===== src/rtl/wpgq_pkg.sv =====
// Shared types and constants for the worker pool grant queue.
package wpgq_pkg;

  localparam int unsigned RankW        = 4;
  localparam int unsigned RankMax      = 16;
  localparam int unsigned MaskW        = 16;
  localparam int unsigned StatusW      = 3;
  localparam int unsigned NumRanksDef  = 16;
  localparam int unsigned WaitDepthDef = 16;

  localparam logic [MaskW-1:0] MaskReset = 16'hFFFE;

  localparam logic KindRequest = 1'b0;
  localparam logic KindRelease = 1'b1;

  typedef enum logic [StatusW-1:0] {
    StGranted      = 3'd0,
    StQueued       = 3'd1,
    StIdled        = 3'd2,
    StIdledGranted = 3'd3,
    StIgnored      = 3'd4
  } status_e;

  // Controls for the waiter queue.
  typedef struct packed {
    logic clear;
    logic push;
    logic pop;
  } wq_ctrl_t;

endpackage


===== src/rtl/worker_pool_grant_queue.sv =====
// Top level of the worker pool grant queue: idle pool, busy map and waiter queue.
//
//  channel  | ports                                      | transfer when
//  ---------+--------------------------------------------+-------------------------------
//  item in  | start, kind_i, source_rank_i, busy         | start high and busy low
//  result   | result_valid_o, status_o, dest_rank_o,     | every cycle result_valid_o is
//           | worker_rank_o                              | high (one-cycle strobe)
//  config   | cfg_valid_i, cfg_data_i, cfg_ready_o       | cfg_valid_i and cfg_ready_o
//
//  An accepted item is registered, processed in one pass of logic and its result is
//  registered again; a new item can enter every cycle in which busy is low.
//  After reset and after each worker_mask write a load sweep refills the idle pool, one
//  rank per cycle across min(NUM_RANKS,16) slots with busy high; reset loads mask 0xFFFE.
//  The result side has no backpressure, so nothing inside ever stalls.
module worker_pool_grant_queue #(
  parameter int unsigned NUM_RANKS  = wpgq_pkg::NumRanksDef,
  parameter int unsigned WAIT_DEPTH = wpgq_pkg::WaitDepthDef
) (
  input  logic                          clk_i,
  input  logic                          rst_ni,
  input  logic                          start,
  output logic                          busy,
  input  logic                          kind_i,
  input  logic [wpgq_pkg::RankW-1:0]    source_rank_i,
  output logic                          result_valid_o,
  output logic [wpgq_pkg::StatusW-1:0]  status_o,
  output logic [wpgq_pkg::RankW-1:0]    dest_rank_o,
  output logic [wpgq_pkg::RankW-1:0]    worker_rank_o,
  input  logic                          cfg_valid_i,
  output logic                          cfg_ready_o,
  input  logic [wpgq_pkg::MaskW-1:0]    cfg_data_i
);
  import wpgq_pkg::*;

  // Only ranks that fit both the rank field and NUM_RANKS can be workers.
  localparam int unsigned RankSlots = (NUM_RANKS < RankMax) ? NUM_RANKS : RankMax;
  localparam int unsigned IdxW      = $clog2(RankSlots);
  localparam int unsigned ICntW     = $clog2(RankSlots + 1);
  localparam int unsigned ISumW     = ICntW + 1;
  localparam logic [IdxW-1:0]  LastIdx   = IdxW'(RankSlots - 1);
  localparam logic [ISumW-1:0] SlotsSum  = ISumW'(RankSlots);
  localparam logic [MaskW-1:0] SlotMask  = MaskW'((32'd1 << RankSlots) - 32'd1);

  // Configuration and load sweep
  logic [MaskW-1:0] mask_q;
  logic             loading_q;
  logic [IdxW-1:0]  load_cnt_q;
  logic [MaskW-1:0] live_mask;
  logic             cfg_wr;

  // Idle pool FIFO (register array, one entry per rank slot)
  logic [RankW-1:0] idle_mem_q [RankSlots];
  logic [IdxW-1:0]  idle_head_q, idle_head_d;
  logic [ICntW-1:0] idle_cnt_q, idle_cnt_d;
  logic [ISumW-1:0] idle_tail_sum, idle_tail_wrap;
  logic [IdxW-1:0]  idle_tail;
  logic             idle_push, idle_pop;
  logic [RankW-1:0] idle_push_rank, pop_worker;

  logic [RankMax-1:0] busy_map_q, busy_map_d;

  // Input register
  logic             accept;
  logic             req_vld_q;
  logic             req_kind_q;
  logic [RankW-1:0] req_src_q;
  logic             src_ok;

  // Result register
  logic             res_vld_q;
  status_e          res_status_q, res_status_d;
  logic [RankW-1:0] res_dest_q, res_dest_d;
  logic [RankW-1:0] res_worker_q, res_worker_d;

  // Waiter queue
  wq_ctrl_t         wq_ctrl;
  logic [RankW-1:0] wq_head_rank;
  logic             wq_empty, wq_full;

  assign cfg_ready_o = 1'b1;
  assign cfg_wr      = cfg_valid_i & cfg_ready_o;
  assign busy        = loading_q;
  assign accept      = start & ~busy;
  assign live_mask   = mask_q & SlotMask;
  assign src_ok      = live_mask[req_src_q];

  always_comb begin
    idle_tail_sum  = ISumW'(idle_head_q) + ISumW'(idle_cnt_q);
    idle_tail_wrap = (idle_tail_sum >= SlotsSum) ? (idle_tail_sum - SlotsSum)
                                                 : idle_tail_sum;
    idle_tail      = idle_tail_wrap[IdxW-1:0];
  end

  // A release into an empty pool that also serves a waiter hands back the same rank.
  assign pop_worker = (idle_cnt_q == '0) ? req_src_q : idle_mem_q[idle_head_q];

  // Item processing
  always_comb begin
    idle_push      = 1'b0;
    idle_push_rank = req_src_q;
    idle_pop       = 1'b0;
    busy_map_d     = busy_map_q;
    wq_ctrl        = '0;
    wq_ctrl.clear  = cfg_wr;
    res_status_d   = StIgnored;
    res_dest_d     = '0;
    res_worker_d   = '0;

    if (loading_q) begin
      idle_push      = live_mask[RankW'(load_cnt_q)];
      idle_push_rank = RankW'(load_cnt_q);
    end else if (req_vld_q && src_ok) begin
      if (req_kind_q == KindRequest) begin
        if (idle_cnt_q != '0) begin
          idle_pop                 = 1'b1;
          busy_map_d[pop_worker]   = 1'b1;
          res_status_d             = StGranted;
          res_dest_d               = req_src_q;
          res_worker_d             = pop_worker;
        end else if (!wq_full) begin
          wq_ctrl.push = 1'b1;
          res_status_d = StQueued;
        end
      end else if (busy_map_q[req_src_q]) begin
        busy_map_d[req_src_q] = 1'b0;
        idle_push             = 1'b1;
        res_status_d          = StIdled;
        if (!wq_empty) begin
          wq_ctrl.pop            = 1'b1;
          idle_pop               = 1'b1;
          busy_map_d[pop_worker] = 1'b1;
          res_status_d           = StIdledGranted;
          res_dest_d             = wq_head_rank;
          res_worker_d           = pop_worker;
        end
      end
    end

    if (cfg_wr) begin
      busy_map_d = '0;
    end
  end

  always_comb begin
    idle_head_d = idle_head_q;
    idle_cnt_d  = idle_cnt_q;
    if (cfg_wr) begin
      idle_head_d = '0;
      idle_cnt_d  = '0;
    end else begin
      if (idle_pop) begin
        idle_head_d = (idle_head_q == LastIdx) ? '0 : idle_head_q + IdxW'(1);
      end
      if (idle_push && !idle_pop) begin
        idle_cnt_d = idle_cnt_q + ICntW'(1);
      end else if (idle_pop && !idle_push) begin
        idle_cnt_d = idle_cnt_q - ICntW'(1);
      end
    end
  end

  always_ff @(posedge clk_i or negedge rst_ni) begin
    if (!rst_ni) begin
      mask_q      <= MaskReset;
      loading_q   <= 1'b1;
      load_cnt_q  <= '0;
      idle_head_q <= '0;
      idle_cnt_q  <= '0;
      busy_map_q  <= '0;
      req_vld_q   <= 1'b0;
      res_vld_q   <= 1'b0;
    end else begin
      if (cfg_wr) begin
        mask_q     <= cfg_data_i;
        loading_q  <= 1'b1;
        load_cnt_q <= '0;
      end else if (loading_q) begin
        if (load_cnt_q == LastIdx) begin
          loading_q <= 1'b0;
        end else begin
          load_cnt_q <= load_cnt_q + IdxW'(1);
        end
      end
      idle_head_q <= idle_head_d;
      idle_cnt_q  <= idle_cnt_d;
      busy_map_q  <= busy_map_d;
      req_vld_q   <= accept;
      res_vld_q   <= req_vld_q;
    end
  end

  // Payload registers
  always_ff @(posedge clk_i) begin
    if (idle_push && !cfg_wr) begin
      idle_mem_q[idle_tail] <= idle_push_rank;
    end
    if (accept) begin
      req_kind_q <= kind_i;
      req_src_q  <= source_rank_i;
    end
    res_status_q <= res_status_d;
    res_dest_q   <= res_dest_d;
    res_worker_q <= res_worker_d;
  end

  wpgq_wait_fifo #(
    .DEPTH(WAIT_DEPTH)
  ) u_wait_fifo (
    .clk_i      (clk_i),
    .rst_ni     (rst_ni),
    .ctrl_i     (wq_ctrl),
    .push_rank_i(req_src_q),
    .head_rank_o(wq_head_rank),
    .empty_o    (wq_empty),
    .full_o     (wq_full)
  );

  assign result_valid_o = res_vld_q;
  assign status_o       = res_status_q;
  assign dest_rank_o    = res_dest_q;
  assign worker_rank_o  = res_worker_q;

  // Every result strobe comes from a start transfer that passed the input and result registers.
  a_result_from_start: assert property (@(posedge clk_i) disable iff (!rst_ni)
    result_valid_o |-> $past(start && !busy, 2))
    else $error("result strobe without a matching start transfer");

  // Each live worker is either idle or busy, never both, never neither.
  a_pool_conserved: assert property (@(posedge clk_i) disable iff (!rst_ni)
    !loading_q |-> (32'(idle_cnt_q) + 32'($countones(busy_map_q))
                    == 32'($countones(live_mask))))
    else $error("idle count and busy map disagree with the worker mask");

  // Requesters only wait while the idle pool is empty.
  a_wait_only_when_drained: assert property (@(posedge clk_i) disable iff (!rst_ni)
    !wq_empty |-> (idle_cnt_q == '0))
    else $error("waiters queued while idle workers exist");

endmodule


===== src/rtl/wpgq_wait_fifo.sv =====
// Waiter queue: circular buffer in a memory with a registered head read.
module wpgq_wait_fifo #(
  parameter int unsigned DEPTH = wpgq_pkg::WaitDepthDef
) (
  input  logic                          clk_i,
  input  logic                          rst_ni,
  input  wpgq_pkg::wq_ctrl_t            ctrl_i,
  input  logic [wpgq_pkg::RankW-1:0]    push_rank_i,
  output logic [wpgq_pkg::RankW-1:0]    head_rank_o,
  output logic                          empty_o,
  output logic                          full_o
);
  import wpgq_pkg::*;

  localparam int unsigned PtrW = (DEPTH > 1) ? $clog2(DEPTH) : 1;
  localparam int unsigned CntW = $clog2(DEPTH + 1);
  localparam int unsigned SumW = CntW + 1;
  localparam logic [PtrW-1:0] LastPtr  = PtrW'(DEPTH - 1);
  localparam logic [CntW-1:0] FullCnt  = CntW'(DEPTH);
  localparam logic [SumW-1:0] DepthSum = SumW'(DEPTH);

  logic [RankW-1:0] mem [DEPTH];
  logic [PtrW-1:0]  head_q, head_d;
  logic [CntW-1:0]  cnt_q, cnt_d;
  logic [SumW-1:0]  tail_sum, tail_wrap;
  logic [PtrW-1:0]  tail;
  logic [RankW-1:0] rd_q;

  always_comb begin
    tail_sum  = SumW'(head_q) + SumW'(cnt_q);
    tail_wrap = (tail_sum >= DepthSum) ? (tail_sum - DepthSum) : tail_sum;
    tail      = tail_wrap[PtrW-1:0];
  end

  always_comb begin
    head_d = head_q;
    cnt_d  = cnt_q;
    if (ctrl_i.clear) begin
      head_d = '0;
      cnt_d  = '0;
    end else if (ctrl_i.push && !ctrl_i.pop) begin
      cnt_d = cnt_q + CntW'(1);
    end else if (ctrl_i.pop && !ctrl_i.push) begin
      cnt_d  = cnt_q - CntW'(1);
      head_d = (head_q == LastPtr) ? '0 : head_q + PtrW'(1);
    end
  end

  always_ff @(posedge clk_i or negedge rst_ni) begin
    if (!rst_ni) begin
      head_q <= '0;
      cnt_q  <= '0;
    end else begin
      head_q <= head_d;
      cnt_q  <= cnt_d;
    end
  end

  // Read is prefetched at the next head; a write landing there is forwarded.
  always_ff @(posedge clk_i) begin
    if (ctrl_i.push && !ctrl_i.clear) begin
      mem[tail] <= push_rank_i;
    end
    if (ctrl_i.push && !ctrl_i.clear && (tail == head_d)) begin
      rd_q <= push_rank_i;
    end else begin
      rd_q <= mem[head_d];
    end
  end

  assign head_rank_o = rd_q;
  assign empty_o     = (cnt_q == '0);
  assign full_o      = (cnt_q == FullCnt);

endmodule

===== config.mk =====
export PLATFORM = sky130hd
export DESIGN_NAME = worker_pool_grant_queue
export DESIGN_NICKNAME = d
export VERILOG_FILES = /design/src/rtl/wpgq_pkg.sv /design/src/rtl/worker_pool_grant_queue.sv /design/src/rtl/wpgq_wait_fifo.sv
export SDC_FILE = /design/constraint.sdc
export NUM_CORES = 1
export LEC_CHECK = 0
export BUFFER_PORTS_ARGS = -buffer_cell sky130_fd_sc_hd__buf_2
export CORE_UTILIZATION = 65
export CTS_CLUSTER_DIAMETER = 30
export DETAILED_ROUTE_END_ITERATION = 7
export GPL_ROUTABILITY_DRIVEN = 0
export HOLD_SLACK_MARGIN = 0.08
export PLACE_DENSITY = 0.83
export SETUP_SLACK_MARGIN = 0.02
export SLEW_MARGIN = 0
export SYNTH_ARGS = -nofsm -noshare
export SYNTH_HDL_FRONTEND = slang
export SYNTH_SLANG_ARGS = --single-unit

===== constraint.sdc =====
create_clock -name clk_i -period 5.2 [get_ports clk_i]
set_input_delay 1.04 -clock clk_i [delete_from_list [all_inputs] [get_ports clk_i]]
set_output_delay 1.04 -clock clk_i [all_outputs]
set_load 0.01 [all_outputs]

==> impl_results.md, run 1 <==
- Status: finished clean
- Clock Path Buffers: 3
- CTS Buf Count: 36
- CTS H-Tree Depth: 2
- Clk sinks: 205
- Fin. max-slew vios: 0
- Post-synth top area cell: edfxtp_1
- Die ar.: 15200 um^2
- Synthesized instance count: 686
- Fillcell total: 799
- Clock latency at the later pin of the worst-skew pair: 0.52 ns
- Area grow syn2layout: 15.7%
- Share of layout cells above drive strength 1: 25.0%
- RSZ-0062 raised after global routing: no
- Post-synth top flop: edfxtp_1
- Peak Freq: 235 MHz
- Setup TNS: 0 ns
- Most used cell, CP: nand2_1
- Synth top area share: 41.8%
- Netlist cell types: 67
- First-pass GRT wire length: 35600 um
- Slew @ Worst Pin: 1.19 ns
- EDFF count, synth: 133
- Hold_buf cts: 0
- Mean area per synthesized cell: 13.9 um^2
- Post-synth ARST share: 27.8%
- Placed wire-length estimate: 14100 um
- Hold Slack: 0.434 ns
- Startpoint types: register
- R2r endpoint: idle_cnt_q[3]$_DFFE_PN0P_
- Max VDD drop: 0.330 mV
- Die Ht: 123 um
- Finish-stage setup viols: 0
- GRT Overall Usage: 31.9%
- Clk_skew: 0.0225 ns
- Post CTS Setup Buffer Count: 0
- Syn Std Cell Area: 9550 um^2
- Register clock-pin slew on the reported worst setup and hold paths: 0.05 ns
- Number of max-cap violations: 0
- Fin crit share: 82.0%
- Crit-path cells: nor2_1 -> a2111oi_1 -> nand3_1 -> a21boi_4 -> nand2_1 -> nand2b_1 -> ha_1 -> a21oi_1 -> nand2_1 -> xnor2_1 -> o41ai_1
- Drt pass-1 iters: 6
- P_leak: 4.08 nW
- CP max FO: 32
- Worst r2r src: req_src_q[3]$_DFFE_PP_
- Cells on Worst Hold Path: 0
- Vias in the first global route: 6574
- Cts repair resizes: 0
- Hold_sp: req_vld_q$_DFF_PN0_
- Syn Nets: 732
- Area contributors post-synth: edfxtp_1 (42%), dfrtp_1 (11%), mux4_2 (9.0%)
- Max_slew headroom: 20.3%
- CTS tree: yes
- Slowest cell delay on critical path: 1.12 ns
- Wirelength per Cell: 24.1 um
- Hold Path End: result_valid_o$_DFF_PN0_
- FF-to-FF setup slack: 0.94 ns
- Largest net degree at the start of global routing: 58
- Num rows: 43
- Core area: 14100 um^2
- Reg2reg path depth: 11
- PortBufs: 37
- Boundary pin count: 39
- Routed Wire Length: 22600 um
- Fin. Hold Viols: 0
- Initial antenna violation count: 0
- Slowest cell on the critical path: edfxtp_1
- Initial core utilization: 67.8%
- Iter 0 DRT Violations: 712
- Sequential share of the synthesized area: 60.1%
- Clock root buffer: clkbuf_16
- Detail Route Antenna Nets: 0
- Register bit total from synthesis: 205
- Vias per Instance: 6.91
- CP endpoint kind: register
- Chip Width: 123 um
- Synth warn: 0
- Final net count: 781
- Worst setup path class: register to register
- Gr ovfl total: 0
- Synth cell count leaders: edfxtp_1 (133), nor2_1 (67), nand2_1 (46), dfrtp_1 (41)
- DRC Markers: 0
- Ant. Diodes: 0
- Data arrival time of the critical path: 4.61 ns
- Min-Delay Path Class: register to register
- Cell with the most instances after synthesis: edfxtp_1
- Period minus WS final: 4.26 ns
- CP required: 5.55 ns
- PwrDens: 414 nW/um^2
- Vias: 6503
[cells in the final DEF (no fill, tap or decap), types with 7 or more instances in the layout]
master,n
a21oi_1,38
buf_2,37
buf_4,8
clkbuf_1,7
clkbuf_16,37
dfrtp_1,41
dfstp_2,16
dfxtp_1,15
edfxtp_1,133
ha_1,17
inv_1,10
mux2_2,25
mux2i_1,31
mux4_2,38
nand2_1,46
nand2b_1,7
nand3_1,15
nor2_1,67
nor2b_1,9
o21ai_0,13
o311ai_0,12
o31ai_1,14
xnor2_1,13
xor2_1,8
[through the flow]
step	power, mW	worst slack (ns)	util [%]	std cells	cell area (um^2)
2_1_floorplan	2.15	1.80	-	686	9550
3_3_place_gp	2.25	1.42	70.0	877	9860
3_5_place_dp	2.27	1.16	70.0	877	9860
4_1_cts	4.57	1.08	78.4	941	11100
5_1_grt	4.69	0.760	78.4	941	11100
6_report	4.58	0.936	78.4	941	11100
[worst max-delay path: cells and delay by family, from the launching register on]
kind	cells	cell delay, ns
AOI/OAI and AO/OA	4	1.46
DFF	1	1.12
and+or+nand+nor	5	1.09
adders and majority gates	1	0.29
xor gates and xnor gates	1	0.15
[layout make-up]
type                       count  area (um^2)  area share (%)
timing repair buffer          45          245            2.22
clock inverter                18          210            1.90
tap                          180          225            2.04
clock buffer                  46          980            8.86
inverter                      11         41.3           0.374
sequential                   205         5740            51.9
multi-input combinational    436         3610            32.7
[state kept, by name, summed over array words and instances, names as in the netlist, 5 cells and up, named ones only]
signal and flops:
u_wait_fifo.cnt_q 5, idle_mem_q 64, live_mask 16, busy_map_q 16, u_wait_fifo.mem 64, idle_cnt_q 5
[power breakdown]
group	leakage, nW	internal (mW)	switching [mW]
Combinational	1.44	0.152	0.284
Clock	0.573	1.50	0.806
Sequential	2.06	1.79	0.0480
[how the worst max path moves through the flow]
stage,start,end,cells after the start
after floorplan,req_src_q[1]$_DFFE_PP_,idle_cnt_q[4]$_DFFE_PN0P_,14
after global placement,req_src_q[3]$_DFFE_PP_,idle_cnt_q[4]$_DFFE_PN0P_,11
after detailed placement,req_src_q[1]$_DFFE_PP_,idle_cnt_q[4]$_DFFE_PN0P_,12
after CTS,req_src_q[3]$_DFFE_PP_,idle_cnt_q[3]$_DFFE_PN0P_,11
after global routing,req_src_q[1]$_DFFE_PP_,idle_cnt_q[3]$_DFFE_PN0P_,11
final,req_src_q[3]$_DFFE_PP_,idle_cnt_q[3]$_DFFE_PN0P_,11
[kinds of logic (layout without fill, tap and decap cells)]
group | after synthesis | count (layout) | share of synthesized area, %
other | 1 | 1 | 0.0393
adder cells (fa/ha/maj) | 21 | 21 | 3.07
AND/OR/NAND/NOR | 179 | 179 | 8.92
XOR/XNOR | 21 | 21 | 1.93
AO/OA/AOI/OAI | 120 | 120 | 8.65
multiplexers | 94 | 94 | 15.2
flip-flops | 205 | 205 | 60.1
buffers and inverters | 45 | 120 | 2.14
[routing by layer]
layer	wire length [um]	global-route usage [%]	part of all wire [%]	up-vias
met5	0	0	0	-
met4	955	15.4	4.2	0
met3	1950	5.30	8.6	90
met2	11100	51.6	49	438
met1	8660	42.6	38	3224
li1	-	-	-	2751
Note: power is estimated with default switching activity, not from simulation.
==> run 2, diff against run 1 <==
--- a/config.mk
+++ b/config.mk
@@ -5,13 +5,14 @@
 export SDC_FILE = /design/constraint.sdc
 export NUM_CORES = 1
 export LEC_CHECK = 0
+export ABC_AREA = 1
 export BUFFER_PORTS_ARGS = -buffer_cell sky130_fd_sc_hd__buf_2
-export CORE_UTILIZATION = 65
+export CORE_UTILIZATION = 62
 export CTS_CLUSTER_DIAMETER = 30
 export DETAILED_ROUTE_END_ITERATION = 7
 export GPL_ROUTABILITY_DRIVEN = 0
 export HOLD_SLACK_MARGIN = 0.08
-export PLACE_DENSITY = 0.83
+export PLACE_DENSITY = 0.8
 export SETUP_SLACK_MARGIN = 0.02
 export SLEW_MARGIN = 0
 export SYNTH_ARGS = -nofsm -noshare
==> constraint.sdc (replaced) <==
create_clock -name clk_i -period 4 [get_ports clk_i]
set_input_delay 0.8 -clock clk_i [delete_from_list [all_inputs] [get_ports clk_i]]
set_output_delay 0.8 -clock clk_i [all_outputs]
set_load 0.01 [all_outputs]
==> impl_results.md, run 2 <==
- Max VDD drop: 0.452 mV
- Post-Place Cells: 1274
- Biggest regs: idle_mem_q x64, u_wait_fifo.mem x64
- Max_slew headroom: 33.6%
- Register bit total from synthesis: 205
- Worst r2r src: req_src_q[2]$_DFFE_PP_
- EDFF count, synth: 133
- Most common cell after layout, fill and taps aside: nand2_1
- Sequential share of the synthesized area: 58.6%
- Area contributors post-synth: edfxtp_1 (41%), nand2_1 (11%), dfrtp_1 (10%)
- Vias in the first global route: 7852
- CTS tree: yes
- Gr ovfl total: 0
- Die ar.: 16300 um^2
- Post-synth top area cell: edfxtp_1
- Fin. Hold Viols: 0
- FF-to-FF setup slack: 0.76 ns
- CP endpoint kind: register
- Clock root buffer: clkbuf_16
- Mean area per synthesized cell: 9.29 um^2
- Min-Delay Path Class: register to register
- Register clock-pin slew on the reported worst setup and hold paths: 0.05 ns
- Mux share of post-synthesis cell area: 0%
- Post-synth top flop: edfxtp_1
- Status: finished clean
- Hold Path End: result_valid_o$_DFF_PN0_
- Clk_skew: 0.0167 ns
- Post CTS Setup Buffer Count: 0
- Placed wire-length estimate: 15400 um
- Final core utilization: 75.4%
- Hold_sp: req_vld_q$_DFF_PN0_
- Slew @ Worst Pin: 0.995 ns
- Initial antenna violation count: 1
- Peak Freq: 309 MHz
- Clk sinks: 205
- P_leak: 4.85 nW
- Die Ht: 128 um
- Drt pass-1 iters: 6
- CP required: 4.40 ns
- Data arrival time of the critical path: 3.64 ns
- Finish-stage setup viols: 0
- PortBufs: 37
- Startpoint types: register
- Total Power: 6.65 mW
- Reg2reg path depth: 16
- Xor/xnor share of the synthesized area: 1.16%
- Number of max-cap violations: 0
- Largest net degree at the start of global routing: 41
- CTS H-Tree Depth: 2
- Synth Area in Simple Gates: 20.1%
- Syn Std Cell Area: 9790 um^2
- Commonest non-fill, non-tap cells in the layout: nand2_1 (276), nor2_1 (152), edfxtp_1 (133)
- GR Layer Usage met1: 41.5%
- Met3 GRT Util: 5.80%
- GRT Overall Usage: 31.7%
- Post-synth ARST share: 27.8%
- Hold_buf cts: 0
- CTS Buf Count: 40
- Clock Path Buffers: 3
- R2r endpoint: idle_cnt_q[4]$_DFFE_PN0P_
- Num rows: 45
- Synth warn: 0
- RSZ-0062 raised after global routing: no
- Setup TNS: 0 ns
- PwrDens: 576 nW/um^2
- Cells on Worst Hold Path: 0
- Wirelength per Cell: 18.3 um
- Largest family of logic cells by synthesized area: simple AND/OR/NAND/NOR gates
- Iter 0 DRT Violations: 861
- Cell with the most instances after synthesis: nand2_1
- Adder-Cell Fraction of Synth Area: 2.99%
- Synthesized instance count: 1054
- Netlist cell types: 41
- Fin crit share: 80.9%
- GR peak layer: met2
- Initial core utilization: 64.0%
- GR Util met2: 51.1%
- Final net count: 1151
- Routed Wire Length: 24700 um
- Vias per Instance: 5.93
- DRC Markers: 0
- CP max FO: 21
- Area grow syn2layout: 17.9%
- Cts repair resizes: 0
- Post-synthesis compound-gate area fraction: 12.5%
- First-pass GRT wire length: 39900 um
- Detail Route Antenna Nets: 0
- Clock latency at the later pin of the worst-skew pair: 0.52 ns
- Share of layout cells above drive strength 1: 13.3%
- Period minus WS final: 3.24 ns
- Chip Width: 128 um
- Synth top area share: 40.8%
- Boundary pin count: 39
- Fin. max-slew vios: 0
- Synth cell count leaders: nand2_1 (276), nor2_1 (152), edfxtp_1 (133), o21ai_0 (116), inv_1 (64)
- Worst setup path class: register to register
- Post-route insts no fill: 1349
- Syn Nets: 1100
- Vias: 8004
- Core area: 15300 um^2
run 2: cell count changes after synthesis, moves of 7 or more:
cell / change
mux2i_1: -31
o211ai_1: +7
o21ai_0: +103
o22ai_1: +16
nand2_1: +230
o311ai_0: -11
nand3_1: +25
nor2_1: +85
inv_1: +54
o21ai_1: +12
mux2_2: -25
mux4_2: -38
nand2b_1: -7
nor2b_1: -9
run 2: worst max-delay path by stage:
stage | start | endpoint
finish | req_src_q[2]$_DFFE_PP_ | idle_cnt_q[4]$_DFFE_PN0P_
global route | req_src_q[2]$_DFFE_PP_ | idle_cnt_q[4]$_DFFE_PN0P_
CTS | req_src_q[3]$_DFFE_PP_ | idle_cnt_q[4]$_DFFE_PN0P_
detailed placement | req_src_q[2]$_DFFE_PP_ | u_wait_fifo.mem[15][0]$_DFFE_PP_
global placement | req_src_q[3]$_DFFE_PP_ | u_wait_fifo.mem[2][0]$_DFFE_PP_
floorplan | req_src_q[0]$_DFFE_PP_ | u_wait_fifo.cnt_q[4]$_DFFE_PN0P_
run 2: area by class of cell:
| type | count | area (um^2) |
|---|---|---|
| Clock inverter | 23 | 324 |
| Timing Repair Buffer | 48 | 268 |
| Fill cell | 1046 | 3770 |
| Clock buffer | 51 | 1080 |
| Multi-Input combinational cell | 740 | 3600 |
| Inverter | 70 | 263 |
| Tap cell | 211 | 264 |
| Sequential cell | 205 | 5740 |
| Antenna cell | 1 | 2.50 |
run 2: worst max-delay path, stage by stage (launching register included):
cell      delay [ns]
edfxtp_1        0.86
inv_1           0.19
nor2_1          0.24
nand2_1         0.08
nand2_1         0.10
nor2_4          0.07
nor2_4          0.14
nand2_2         0.13
nand2_2         0.12
nand2_4         0.11
ha_1            0.31
inv_1           0.10
o21bai_1        0.08
a31oi_1         0.26
nand3_1         0.15
nand3_1         0.10
nand2_1         0.05
run 2: per-stage QoR:
| step | area (um^2) | hold WS (ns) | setup slack, ns |
|---|---|---|---|
| 2_1_floorplan | 9790 | 0.354 | 1.38 |
| 3_3_place_gp | 10100 | 0.358 | 1.06 |
| 3_5_place_dp | 10100 | 0.362 | 0.907 |
| 4_1_cts | 11500 | 0.365 | 0.817 |
| 5_1_grt | 11500 | 0.389 | 0.543 |
| 6_report | 11500 | 0.364 | 0.764 |
run 2: cells by family after synthesis:
logic type	count (synthesis)
compound gates	218
xor+xnor	13
fa+ha+maj	21
buf+inv	109
flops	205
other cells	1
simple gates	487
run 2: where the power goes:
part	leakage (nW)	switching [mW]	internal [mW]
combinational	2.16	0.542	0.232
clock	0.679	1.14	2.33
sequential	2.01	0.0790	2.34
run 2: per-layer routing:
metal	vias up	part of all wire [%]	routed length (um)
met1	3779	40	9900
met3	95	7.8	1920
li1	3696	-	-
met4	0	4.5	1110
met2	434	48	11700
met5	-	0	0
